**src/rtl/sfr_pkg.sv**
```systemverilog
`default_nettype none

package sfr_pkg;

    localparam logic [7:0]  CKSUM_NONE_CODE  = 8'd0;
    localparam logic [7:0]  CKSUM_XOR_CODE   = 8'd1;
    localparam logic [7:0]  CKSUM_CRC32_CODE = 8'd32;

    localparam logic [7:0]  START_BYTE      = 8'h01;
    localparam logic [2:0]  LEN_BYTES       = 3'd2;
    localparam logic [31:0] CRC_POLY        = 32'hEDB88320;
    localparam logic [15:0] MAX_PAYLOAD_RST = 16'd256;

    localparam int          CFG_INDEX_W     = 8;
    localparam int          CFG_DATA_W      = 16;
    localparam logic [CFG_INDEX_W-1:0] REG_RX_ENABLE   = 8'd0;
    localparam logic [CFG_INDEX_W-1:0] REG_MAX_PAYLOAD = 8'd1;

    typedef enum logic [2:0] {
        ST_OK,
        ST_DISABLED,
        ST_BAD_START,
        ST_EMPTY,
        ST_HXOR_BAD,
        ST_TOO_LONG,
        ST_CKSUM_BAD,
        ST_UNKNOWN_TYPE
    } status_t;

    typedef enum logic [2:0] {
        PH_IDLE,
        PH_TYPE,
        PH_LEN,
        PH_HXOR,
        PH_PAYLOAD,
        PH_DISCARD,
        PH_CHECK
    } phase_t;

    typedef struct packed {
        logic        rx_enable;
        logic [15:0] max_payload;
    } cfg_t;

    typedef struct packed {
        status_t     status;
        logic        payload_valid;
        logic [7:0]  payload_byte;
        logic        frame_end;
        logic        frame_good;
        logic [15:0] frame_length;
    } result_t;

    function automatic logic [31:0] crc32_byte(input logic [31:0] crc, input logic [7:0] b);
        logic [31:0] c;
        c = crc ^ {24'd0, b};
        for (int i = 0; i < 8; i++)
        begin
            c = c[0] ? ((c >> 1) ^ CRC_POLY) : (c >> 1);
        end
        return c;
    endfunction

    function automatic logic type_known(input logic [7:0] t);
        return (t == CKSUM_NONE_CODE) || (t == CKSUM_XOR_CODE) || (t == CKSUM_CRC32_CODE);
    endfunction

    function automatic logic [2:0] check_bytes(input logic [7:0] t);
        logic [2:0] n;
        if (t == CKSUM_NONE_CODE)
        begin
            n = 3'd0;
        end
        else if (t == CKSUM_XOR_CODE)
        begin
            n = 3'd1;
        end
        else if (t == CKSUM_CRC32_CODE)
        begin
            n = 3'd4;
        end
        else
        begin
            n = 3'd0;
        end
        return n;
    endfunction

endpackage

`default_nettype wire

```
**src/rtl/serial_frame_receiver_top.sv**
```systemverilog
// A result passes through the input register and then the result register.
// One byte per cycle unless the result side stalls; parser state and byte-wide CRC-32 step per byte.
// Back-pressure on the result side stalls the input register, which still holds one byte.
// Reset (rst_n low, asynchronous): both registers empty, parser idle with cleared state,
// rx_enable 0 and max_payload 256. No clearing pass; the block is ready once reset is released.
`default_nettype none

module serial_frame_receiver_top (
    input  wire logic                             clk,
    input  wire logic                             rst_n,
    input  wire logic                             s_tvalid,
    output      logic                             s_tready,
    input  wire logic [7:0]                       s_tdata,   // [7:0] rx_byte
    output      logic                             m_tvalid,
    input  wire logic                             m_tready,
    output      logic [31:0]                      m_tdata,   // [2:0] status, [10:3] payload_byte,
                                                             // [11] frame_good,
                                                             // [27:12] frame_length, [31:28] zero
    output      logic                             m_tuser,   // [0] payload_valid
    output      logic                             m_tlast,   // frame_end
    input  wire logic                             cfg_valid,
    output      logic                             cfg_ready,
    input  wire logic [sfr_pkg::CFG_INDEX_W-1:0]  cfg_index,
    input  wire logic [sfr_pkg::CFG_DATA_W-1:0]   cfg_data
);

    sfr_pkg::cfg_t    cfg;
    sfr_pkg::result_t res;

    logic             in_valid_reg;
    logic             in_valid_next;
    logic [7:0]       in_byte_reg;
    logic             out_valid_reg;
    logic             out_valid_next;
    sfr_pkg::result_t out_res_reg;
    logic             out_free;
    logic             fire;

    assign cfg_ready = 1'b1;
    assign out_free  = !out_valid_reg || m_tready;
    assign fire      = in_valid_reg && out_free;
    assign s_tready  = !in_valid_reg || out_free;

    sfr_cfg u_cfg (
        .clk       (clk),
        .rst_n     (rst_n),
        .cfg_valid (cfg_valid),
        .cfg_index (cfg_index),
        .cfg_data  (cfg_data),
        .cfg       (cfg)
    );

    sfr_parser u_parser (
        .clk     (clk),
        .rst_n   (rst_n),
        .step    (fire),
        .rx_byte (in_byte_reg),
        .cfg     (cfg),
        .res     (res)
    );

    always_comb
    begin
        in_valid_next = in_valid_reg;
        if (s_tready)
        begin
            in_valid_next = s_tvalid;
        end
        out_valid_next = out_valid_reg;
        if (out_free)
        begin
            out_valid_next = in_valid_reg;
        end
    end

    always_ff @(posedge clk or negedge rst_n)
    begin
        if (!rst_n)
        begin
            in_valid_reg  <= 1'b0;
            out_valid_reg <= 1'b0;
        end
        else
        begin
            in_valid_reg  <= in_valid_next;
            out_valid_reg <= out_valid_next;
        end
    end

    always_ff @(posedge clk)
    begin
        if (s_tvalid && s_tready)
        begin
            in_byte_reg <= s_tdata;
        end
        if (fire)
        begin
            out_res_reg <= res;
        end
    end

    assign m_tvalid = out_valid_reg;
    assign m_tdata  = {4'd0, out_res_reg.frame_length, out_res_reg.frame_good,
                       out_res_reg.payload_byte, out_res_reg.status};
    assign m_tuser  = out_res_reg.payload_valid;
    assign m_tlast  = out_res_reg.frame_end;

endmodule

`default_nettype wire

```
**src/rtl/sfr_cfg.sv**
```systemverilog
`default_nettype none

module sfr_cfg (
    input  wire logic                             clk,
    input  wire logic                             rst_n,
    input  wire logic                             cfg_valid,
    input  wire logic [sfr_pkg::CFG_INDEX_W-1:0]  cfg_index,
    input  wire logic [sfr_pkg::CFG_DATA_W-1:0]   cfg_data,
    output sfr_pkg::cfg_t                         cfg
);

    logic        rx_enable_reg;
    logic        rx_enable_next;
    logic [15:0] max_payload_reg;
    logic [15:0] max_payload_next;

    always_comb
    begin
        rx_enable_next   = rx_enable_reg;
        max_payload_next = max_payload_reg;
        if (cfg_valid)
        begin
            case (cfg_index)
                sfr_pkg::REG_RX_ENABLE:   rx_enable_next   = cfg_data[0];
                sfr_pkg::REG_MAX_PAYLOAD: max_payload_next = cfg_data[15:0];
                default:                  ;
            endcase
        end
    end

    always_ff @(posedge clk or negedge rst_n)
    begin
        if (!rst_n)
        begin
            rx_enable_reg   <= 1'b0;
            max_payload_reg <= sfr_pkg::MAX_PAYLOAD_RST;
        end
        else
        begin
            rx_enable_reg   <= rx_enable_next;
            max_payload_reg <= max_payload_next;
        end
    end

    assign cfg.rx_enable   = rx_enable_reg;
    assign cfg.max_payload = max_payload_reg;

endmodule

`default_nettype wire

```
**src/rtl/sfr_parser.sv**
```systemverilog
`default_nettype none

module sfr_parser (
    input  wire logic          clk,
    input  wire logic          rst_n,
    input  wire logic          step,
    input  wire logic [7:0]    rx_byte,
    input  wire sfr_pkg::cfg_t cfg,
    output sfr_pkg::result_t   res
);

    sfr_pkg::phase_t phase_reg;
    sfr_pkg::phase_t phase_next;
    logic [7:0]  header_xor_reg;
    logic [7:0]  header_xor_next;
    logic [7:0]  check_type_reg;
    logic [7:0]  check_type_next;
    logic [15:0] frame_len_reg;
    logic [15:0] frame_len_next;
    logic [16:0] byte_count_reg;
    logic [16:0] byte_count_next;
    logic [31:0] field_accum_reg;
    logic [31:0] field_accum_next;
    logic [2:0]  field_count_reg;
    logic [2:0]  field_count_next;
    logic [31:0] check_accum_reg;
    logic [31:0] check_accum_next;

    logic [16:0] cnt_inc;
    logic [16:0] chk_len;
    logic [2:0]  fc_inc;
    logic [31:0] len_accum;
    logic [15:0] len_value;
    logic        len_last;
    logic [31:0] chk_accum_new;
    logic        hxor_ok;
    logic        too_long;
    logic        pay_last;
    logic        check_last;
    logic        check_ok;
    logic [31:0] crc_next;
    logic        done;

    assign cnt_inc       = byte_count_reg + 17'd1;
    assign chk_len       = {1'b0, frame_len_reg}
                           + {14'd0, sfr_pkg::check_bytes(check_type_reg)};
    assign fc_inc        = field_count_reg + 3'd1;
    assign len_accum     = field_accum_reg | ({24'd0, rx_byte} << {field_count_reg[0], 3'b000});
    assign len_value     = len_accum[15:0];
    assign len_last      = (fc_inc == sfr_pkg::LEN_BYTES);
    assign chk_accum_new = field_accum_reg
                           | ({24'd0, rx_byte} << {field_count_reg[1:0], 3'b000});
    assign hxor_ok       = (header_xor_reg == rx_byte);
    assign too_long      = (frame_len_reg > cfg.max_payload);
    assign pay_last      = (cnt_inc >= {1'b0, frame_len_reg});
    assign check_last    = (fc_inc >= sfr_pkg::check_bytes(check_type_reg));
    assign check_ok      = (check_type_reg == sfr_pkg::CKSUM_XOR_CODE)
                           ? (chk_accum_new[7:0] == check_accum_reg[7:0])
                           : (chk_accum_new == ~check_accum_reg);
    assign crc_next      = sfr_pkg::crc32_byte(check_accum_reg, rx_byte);

    always_comb
    begin
        phase_next       = phase_reg;
        header_xor_next  = header_xor_reg;
        check_type_next  = check_type_reg;
        frame_len_next   = frame_len_reg;
        byte_count_next  = byte_count_reg;
        field_accum_next = field_accum_reg;
        field_count_next = field_count_reg;
        check_accum_next = check_accum_reg;
        done             = 1'b0;
        if (step && cfg.rx_enable)
        begin
            case (phase_reg)
                sfr_pkg::PH_IDLE:
                begin
                    if (rx_byte == sfr_pkg::START_BYTE)
                    begin
                        header_xor_next = header_xor_reg ^ rx_byte;
                        phase_next      = sfr_pkg::PH_TYPE;
                    end
                end
                sfr_pkg::PH_TYPE:
                begin
                    check_type_next  = rx_byte;
                    header_xor_next  = header_xor_reg ^ rx_byte;
                    field_accum_next = 32'd0;
                    field_count_next = 3'd0;
                    phase_next       = sfr_pkg::PH_LEN;
                end
                sfr_pkg::PH_LEN:
                begin
                    field_accum_next = len_accum;
                    field_count_next = fc_inc;
                    header_xor_next  = header_xor_reg ^ rx_byte;
                    if (len_last)
                    begin
                        frame_len_next = len_value;
                        if (len_value == 16'd0)
                        begin
                            done = 1'b1;
                        end
                        else
                        begin
                            phase_next = sfr_pkg::PH_HXOR;
                        end
                    end
                end
                sfr_pkg::PH_HXOR:
                begin
                    if (!hxor_ok || !sfr_pkg::type_known(check_type_reg))
                    begin
                        done = 1'b1;
                    end
                    else if (too_long)
                    begin
                        byte_count_next = 17'd0;
                        phase_next      = sfr_pkg::PH_DISCARD;
                    end
                    else
                    begin
                        byte_count_next  = 17'd0;
                        check_accum_next = (check_type_reg == sfr_pkg::CKSUM_XOR_CODE)
                                           ? 32'd0 : 32'hFFFF_FFFF;
                        phase_next       = sfr_pkg::PH_PAYLOAD;
                    end
                end
                sfr_pkg::PH_DISCARD:
                begin
                    byte_count_next = cnt_inc;
                    if (cnt_inc >= chk_len)
                    begin
                        done = 1'b1;
                    end
                end
                sfr_pkg::PH_PAYLOAD:
                begin
                    if (check_type_reg == sfr_pkg::CKSUM_XOR_CODE)
                    begin
                        check_accum_next = {24'd0, check_accum_reg[7:0] ^ rx_byte};
                    end
                    else if (check_type_reg == sfr_pkg::CKSUM_CRC32_CODE)
                    begin
                        check_accum_next = crc_next;
                    end
                    byte_count_next = cnt_inc;
                    if (pay_last)
                    begin
                        if (check_type_reg == sfr_pkg::CKSUM_NONE_CODE)
                        begin
                            done = 1'b1;
                        end
                        else
                        begin
                            field_accum_next = 32'd0;
                            field_count_next = 3'd0;
                            phase_next       = sfr_pkg::PH_CHECK;
                        end
                    end
                end
                sfr_pkg::PH_CHECK:
                begin
                    field_accum_next = chk_accum_new;
                    field_count_next = fc_inc;
                    if (check_last)
                    begin
                        done = 1'b1;
                    end
                end
                default:
                begin
                    done = 1'b1;
                end
            endcase
        end
        if (done)
        begin
            phase_next       = sfr_pkg::PH_IDLE;
            header_xor_next  = 8'd0;
            check_type_next  = sfr_pkg::CKSUM_NONE_CODE;
            frame_len_next   = 16'd0;
            byte_count_next  = 17'd0;
            field_accum_next = 32'd0;
            field_count_next = 3'd0;
            check_accum_next = 32'd0;
        end
    end

    always_comb
    begin
        res.status        = sfr_pkg::ST_OK;
        res.payload_valid = 1'b0;
        res.payload_byte  = 8'd0;
        res.frame_end     = 1'b0;
        res.frame_good    = 1'b0;
        res.frame_length  = (phase_reg == sfr_pkg::PH_LEN && len_last) ? len_value
                                                                       : frame_len_reg;
        if (!cfg.rx_enable)
        begin
            res.status       = sfr_pkg::ST_DISABLED;
            res.frame_length = 16'd0;
        end
        else
        begin
            case (phase_reg)
                sfr_pkg::PH_IDLE:
                begin
                    if (rx_byte != sfr_pkg::START_BYTE)
                    begin
                        res.status = sfr_pkg::ST_BAD_START;
                    end
                end
                sfr_pkg::PH_LEN:
                begin
                    if (len_last && len_value == 16'd0)
                    begin
                        res.status = sfr_pkg::ST_EMPTY;
                    end
                end
                sfr_pkg::PH_HXOR:
                begin
                    if (!hxor_ok)
                    begin
                        res.status = sfr_pkg::ST_HXOR_BAD;
                    end
                    else if (!sfr_pkg::type_known(check_type_reg))
                    begin
                        res.status = sfr_pkg::ST_UNKNOWN_TYPE;
                    end
                    else if (too_long)
                    begin
                        res.status = sfr_pkg::ST_TOO_LONG;
                    end
                end
                sfr_pkg::PH_PAYLOAD:
                begin
                    res.payload_valid = 1'b1;
                    res.payload_byte  = rx_byte;
                    if (pay_last && check_type_reg == sfr_pkg::CKSUM_NONE_CODE)
                    begin
                        res.frame_end  = 1'b1;
                        res.frame_good = 1'b1;
                    end
                end
                sfr_pkg::PH_CHECK:
                begin
                    if (check_last)
                    begin
                        res.frame_end  = 1'b1;
                        res.frame_good = check_ok;
                        res.status     = check_ok ? sfr_pkg::ST_OK : sfr_pkg::ST_CKSUM_BAD;
                    end
                end
                default:
                begin
                    res.status = sfr_pkg::ST_OK;
                end
            endcase
        end
    end

    always_ff @(posedge clk or negedge rst_n)
    begin
        if (!rst_n)
        begin
            phase_reg       <= sfr_pkg::PH_IDLE;
            header_xor_reg  <= 8'd0;
            check_type_reg  <= sfr_pkg::CKSUM_NONE_CODE;
            frame_len_reg   <= 16'd0;
            byte_count_reg  <= 17'd0;
            field_accum_reg <= 32'd0;
            field_count_reg <= 3'd0;
            check_accum_reg <= 32'd0;
        end
        else
        begin
            phase_reg       <= phase_next;
            header_xor_reg  <= header_xor_next;
            check_type_reg  <= check_type_next;
            frame_len_reg   <= frame_len_next;
            byte_count_reg  <= byte_count_next;
            field_accum_reg <= field_accum_next;
            field_count_reg <= field_count_next;
            check_accum_reg <= check_accum_next;
        end
    end

    a_end_returns_idle: assert property (@(posedge clk) disable iff (!rst_n)
        step && cfg.rx_enable && res.frame_end |=> phase_reg == sfr_pkg::PH_IDLE)
        else $error("frame end did not return parser to idle");

    a_disabled_holds: assert property (@(posedge clk) disable iff (!rst_n)
        step && !cfg.rx_enable |=> $stable(phase_reg) && $stable(byte_count_reg))
        else $error("parser state moved while receiver disabled");

    a_payload_count: assert property (@(posedge clk) disable iff (!rst_n)
        phase_reg == sfr_pkg::PH_PAYLOAD |-> byte_count_reg < {1'b0, frame_len_reg})
        else $error("payload count reached frame length inside payload");

    a_len_nonzero: assert property (@(posedge clk) disable iff (!rst_n)
        (phase_reg == sfr_pkg::PH_HXOR || phase_reg == sfr_pkg::PH_PAYLOAD
         || phase_reg == sfr_pkg::PH_DISCARD) |-> frame_len_reg != 16'd0)
        else $error("zero frame length past header");

endmodule

`default_nettype wire
```
**config.mk**
```make
export PLATFORM = sky130hd
export DESIGN_NAME = serial_frame_receiver_top
export DESIGN_NICKNAME = d
export VERILOG_FILES = /design/src/rtl/sfr_pkg.sv /design/src/rtl/serial_frame_receiver_top.sv /design/src/rtl/sfr_cfg.sv /design/src/rtl/sfr_parser.sv
export SDC_FILE = /design/constraint.sdc
export NUM_CORES = 1
export LEC_CHECK = 0
export BUFFER_PORTS_ARGS = -buffer_cell sky130_fd_sc_hd__buf_4
export CAP_MARGIN = 5
export CORE_AREA = 4 4 166 168
export CTS_BUF_LIST = sky130_fd_sc_hd__clkbuf_8
export DETAILED_ROUTE_END_ITERATION = 7
export DIE_AREA = 0 0 170 172
export GPL_ROUTABILITY_DRIVEN = 0
export MAX_ROUTING_LAYER = met4
export PLACE_DENSITY = 0.58
export SLEW_MARGIN = 40
export SYNTH_ARGS = -nofsm -noshare
export SYNTH_HDL_FRONTEND = slang
export SYNTH_SLANG_ARGS = --single-unit
```
**constraint.sdc**
```tcl
create_clock -name clk -period 11.7 [get_ports clk]
set_clock_uncertainty 0.1 [all_clocks]
set_input_delay 3.51 -clock clk [delete_from_list [all_inputs] [get_ports clk]]
set_output_delay 3.51 -clock clk [all_outputs]
set_load 0.01 [all_outputs]
```
# --- After elaboration in Yosys (flattened, before gate mapping) ---
# Index checks and enable logic that the tools add are counted.
# W data, S select, Z words.
totals:
  reg_bits: 176
  inputBits: 37
op_classes:
  order_cmp: 4
  n_bitwise: 14
  addsub: 3
  shifts: 2
  n_reduce_logical: 44
  n_eq_ne: 23
  mux: 77
op_table:
  columns: ["operator", "count"]
  rows:
  - ["$mux W32", 19]
  - ["$pmux W32 S4", 1]
  - ["$not A13 Y14", 8]
  - ["$mux W16", 5]
  - ["$or A32 B32 Y32", 2]
  - ["$pmux W32 S2", 1]
  - ["$mux W3", 20]
  - ["$mux W17", 3]
  - ["$mux W8", 6]
  - ["$pmux W17 S2", 1]
  - ["$eq A32 B32 Y1", 1]
  - ["$not A32 Y32", 1]
  - ["$shl A8 B4 Y32", 1]
  - ["$shl A8 B5 Y32", 1]
  - ["$xor A32 B8 Y32", 1]
  - ["$eq A8 B1 Y1 const B", 3]
  - ["$add A16 B3 Y17", 1]
  - ["$add A17 B1 Y17 const B", 1]
  - ["$ge A17 B16 Y1", 1]
  - ["$ge A17 B17 Y1", 1]
  - ["$eq A8 B8 Y1", 2]
  - ["$gt A16 B16 Y1", 1]
  - ["$logic_not A16 Y1", 1]
  - ["$logic_not A8 Y1", 2]
  - ["36 further kinds", 83]

# --- Logic depth before layout (Yosys ltp) ---
depth:
  ltp_word: 22
  ltp_mapped: 23
  ltp_nobuf: 20

# --- By module ---
# Synthesis repeated with hierarchy kept, for this count alone.
hier_totals:
  hier_cells: 1199
  area_unflattened_um2: 11347.1
modules_own_cells:
  columns: ["mod", "area_each_um2", "instances", "seq_area_each_um2", "cells_each"]
  rows:
  - ["sfr_parser", 9312.7, 1, 2977.9, 1106]
  - ["serial_frame_receiver_top", 1290.0, 1, 1191.1, 53]
  - ["sfr_cfg", 744.5, 1, 426.7, 40]

# --- Least setup slack after synthesis ---
# No wires, ideal clock.
synth_timing:
  path_type: "input to output"
  startpoint: "in m_tready"
  endpoint: "out s_tready"
  arrival_time_ps: 3719
  path_slack_ps: 4371
  path_stages: 1
  path_buffers: 0
  t_required_ps: 8090
  cell_sequence: "nand3b_1"
synth_via:
  elab_chain_cells: 2
synth_lines:
  columns: ["element", "line", "source"]
  rows:
  - ["from (decl)", "serial_frame_receiver_top.sv:15", "input wire logic m_tready,"]
  - ["$logic_or A1 B1 Y1", "serial_frame_receiver_top.sv:40", "assign out_free = !out_valid_reg || m_tready;"]
  - ["$logic_or A1 B1 Y1", "serial_frame_receiver_top.sv:42", "assign s_tready = !in_valid_reg || out_free;"]
  - ["to (decl)", "serial_frame_receiver_top.sv:12", "output logic s_tready,"]
# No other way between the ends.

# --- Final worst setup path ---
# Same ends and word-level chain as after synthesis.

==> insert_results.sql <==
INSERT INTO impl_metrics (metric_group, metric, value, unit) VALUES
('status', 'result_of_the_run', 'complete, no violations', ''),
('floorplanning', 'top_level_ports', '74', ''),
('worst_hold_path', 'min-delay-path-class', 'reg2reg', ''),
('timing', 'final_min_period_over_clock_period', '64.8', '%'),
('global_route', 'largest_net_degree_at_the_start_of_global_routing', '88', ''),
('cts', 'cts_htree_levels', '4', ''),
('timing', 'grt_setup_unrepaired', 'false', ''),
('finish', 'areaGrowthSynthToFinish', '11.1', '%'),
('synth', 'netlist.area_leader.share', '31.0', '%'),
('synth', 'synthFlopType', 'sky130_fd_sc_hd__dfrtp_1', ''),
('synth', 'post-synth-top-area-cell', 'sky130_fd_sc_hd__dfrtp_1', ''),
('timing', 'worst-slew-pin-transition', '0.786', 'ns'),
('floorplanning', 'effective_utilization_at_floorplan', '42.6', '%'),
('finish', 'post_route_cells_drive_above_1_share', '14.1', '%'),
('worst_setup_path', 'critical_path.endpoint_type', 'output port', ''),
('global_route', 'grt_use_total', '21.1', '%'),
('worst_setup_path', 'regToRegSetupSlack', '6.08', 'ns'),
('synth', 'number_of_instances_in_the_synthesized_netlist', '1151', ''),
('flow_run', 'cap_violations', '0', ''),
('synth', 'synth_commonest_cells', 'sky130_fd_sc_hd__dfrtp_1, sky130_fd_sc_hd__nor2_1, sky130_fd_sc_hd__xnor2_1', ''),
('timing', 'maxClockFrequency', '0.132', 'GHz'),
('worst_setup_path', 'critical_path_peak_fanout', '3', ''),
('timing', 'final-hold-violation-count', '0', ''),
('pwr', 'power.ir.vdd_worst', '0.0000857', 'V'),
('routing', 'first_iter_violations', '662', ''),
('timing', 'fin_tns_setup', '0', 'ns'),
('floorplanning', 'die_width', '170', 'µm'),
('worst_setup_path', 'worstReg2RegEnd', 'u_parser.frame_len_reg[15]', ''),
('worst_setup_path', 'cp_arrival', '3.97', 'ns'),
('cts', 'clkSlewWorstSetupHoldPaths', '0.11', 'ns'),
('cts', 'cts_hold_repair.buffers', '0', ''),
('finish', 'finalNonFillerCells', '1545', ''),
('placed_design', 'place.detailed.instances', '1513', ''),
('cts', 'clock_latency', '0.48', 'ns'),
('routing', 'routed_wire_length_per_instance', '19.2', 'µm'),
('worst_setup_path', 'setup.worst_path.start_class', 'input pin', ''),
('cts', 'cts.sinks', '176', ''),
('floorplanning', 'floorplan.core_area', '25900', 'µm²'),
('timing', 'fin_crit', '7.58', 'ns'),
('synth', 'mappedNetlistArea', '11000', 'µm²'),
('synth', 'post_synth.cell_area_avg', '9.60', 'µm²'),
('cts', 'ctsRootBufferMaster', 'sky130_fd_sc_hd__clkbuf_8', ''),
('worst_setup_path', 'worst_r2r_path_depth', '22', ''),
('finish', 'antennaDiodeCount', '0', ''),
('synth', 'seq_area_frac_synth', '41.6', '%'),
('routing', 'via_count', '8694', ''),
('cts', 'tritoncts.num_buffers', '17', ''),
('routing', 'detail_route.drc_violations', '0', ''),
('synth', 'ys_ff_latch', '176', ''),
('global_route', 'antenna_found_initial', '0', ''),
('floorplanning', 'floorplan.die.height', '172', 'µm'),
('finish', 'fillerInstances', '2448', ''),
('finish', 'nNetsFinal', '1291', ''),
('cts', 'clockBufferDepth', '2', ''),
('routing', 'route.antenna.remaining_nets', '0', ''),
('global_route', 'grt_first_pass_wirelength', '47.3', 'mm'),
('timing', 'finalSetupViolations', '0', ''),
('synth', 'number_of_enable_flip_flop_cells_after_synthesis', '38', ''),
('floorplanning', 'cell_row_count', '59', ''),
('worst_hold_path', 'whs_path_depth', '1', ''),
('global_route', 'grt_overflow', '0', ''),
('cts', 'cts_setup_buffers', '0', ''),
('worst_setup_path', 'critical_path.reg2reg.startpoint', 'u_parser.check_type_reg[4]', ''),
('pwr', 'leakage_power_summed_over_all_cells', '5.48', 'nW'),
('synth', 'yosysMostFrequentCell', 'sky130_fd_sc_hd__dfrtp_1', ''),
('placed_design', 'place_hpwl', '21.0', 'mm'),
('synth', 'synthDistinctLibCells', '68', ''),
('synth', 'synth_async_sr_flop_share', '78.4', '%'),
('pwr', 'power.density', '141', 'nW/µm²'),
('routing', 'final_routed_wirelength', '29.6', 'mm'),
('timing', 'slew-limit-headroom', '47.1', '%');
logic make-up (layout without fill, tap and decap cells):
kind of cell               after synthesis  in the layout  share of synthesized area, %
and+or+nand+nor                        354            354                          15.6
AOI/OAI and AO/OA                      259            259                          15.8
DFF                                    176            176                          41.6
xor gates and xnor gates               147            147                          11.8
buffers and inverters                  112            168                          4.50
adders and majority gates               57             57                          6.45
muxes                                   44             44                          4.20
other                                    2              5                        0.0680
layer usage:
layer  vias to the layer above  track usage, %  wire length, µm
met4                         0            6.81              608
met3                        37            2.79             1280
li1                       4189               -                -
met5                         -               -                0
met2                       215            35.0            14600
met1                      4253            27.0            13100
critical path, stage by stage:
cell                       delay (ns)
sky130_fd_sc_hd__buf_4           0.11
sky130_fd_sc_hd__nand3b_1        0.18
sky130_fd_sc_hd__buf_4           0.17
layout by cell type, fill, tap and decap left out, types with 25 or more instances in the layout:
cell | synthesis | final
sky130_fd_sc_hd__edfxtp_1 | 38 | 38
sky130_fd_sc_hd__nand2_1 | 79 | 79
sky130_fd_sc_hd__a21oi_1 | 95 | 95
sky130_fd_sc_hd__xor2_1 | 40 | 40
sky130_fd_sc_hd__xnor2_1 | 105 | 103
sky130_fd_sc_hd__dfrtp_1 | 137 | 137
sky130_fd_sc_hd__nand3_1 | 27 | 26
sky130_fd_sc_hd__nor2_1 | 118 | 117
sky130_fd_sc_hd__a31oi_1 | 29 | 29
sky130_fd_sc_hd__mux2i_1 | 25 | 25
sky130_fd_sc_hd__buf_4 | 9 | 88
sky130_fd_sc_hd__ha_1 | 57 | 57
sky130_fd_sc_hd__inv_1 | 46 | 46
final cells by class:
type / instances / area, µm² / share of cell area [%]
Multi-Input combinational cell: 866 / 6030 / 49.1
Clock inverter: 15 / 145 / 1.18
Timing Repair Buffer: 89 / 676 / 5.50
Tap cell: 335 / 419 / 3.41
Clock buffer: 17 / 234 / 1.91
Inverter: 47 / 176 / 1.44
Sequential cell: 176 / 4600 / 37.4
power by group:
| part | switching, mW | internal, mW |
|---|---|---|
| sequential | 0.0532 | 0.677 |
| clock | 0.266 | 0.159 |
| combinational | 0.365 | 0.211 |
per-stage QoR:
stage | utilization [%] | total power [mW] | hold slack, ns | cell area, µm² | setup slack (ns)
floorplan | - | 1.15 | 0.363 | 11100 | 4.37
CTS | 47.4 | 1.74 | 0.408 | 12300 | 4.12
global placement | 45.7 | 1.30 | 0.377 | 11800 | 4.13
global route | 47.4 | 1.83 | 0.422 | 12300 | 4.09
detailed placement | 45.9 | 1.31 | 0.384 | 11900 | 4.12
finish | 47.4 | 1.73 | 0.403 | 12300 | 4.12
worst max-delay path by stage:
| stage | slack, ns | to | cells after the start | start |
|---|---|---|---|---|
| final | 4.12 | s_tready | 3 | m_tready |
| after global routing | 4.09 | s_tready | 3 | m_tready |
| after CTS | 4.12 | s_tready | 3 | m_tready |
| after detailed placement | 4.12 | s_tready | 3 | m_tready |
| after global placement | 4.13 | s_tready | 3 | m_tready |
| after floorplan | 4.37 | s_tready | 1 | m_tready |
Note: power is estimated with default switching activity, not from simulation.
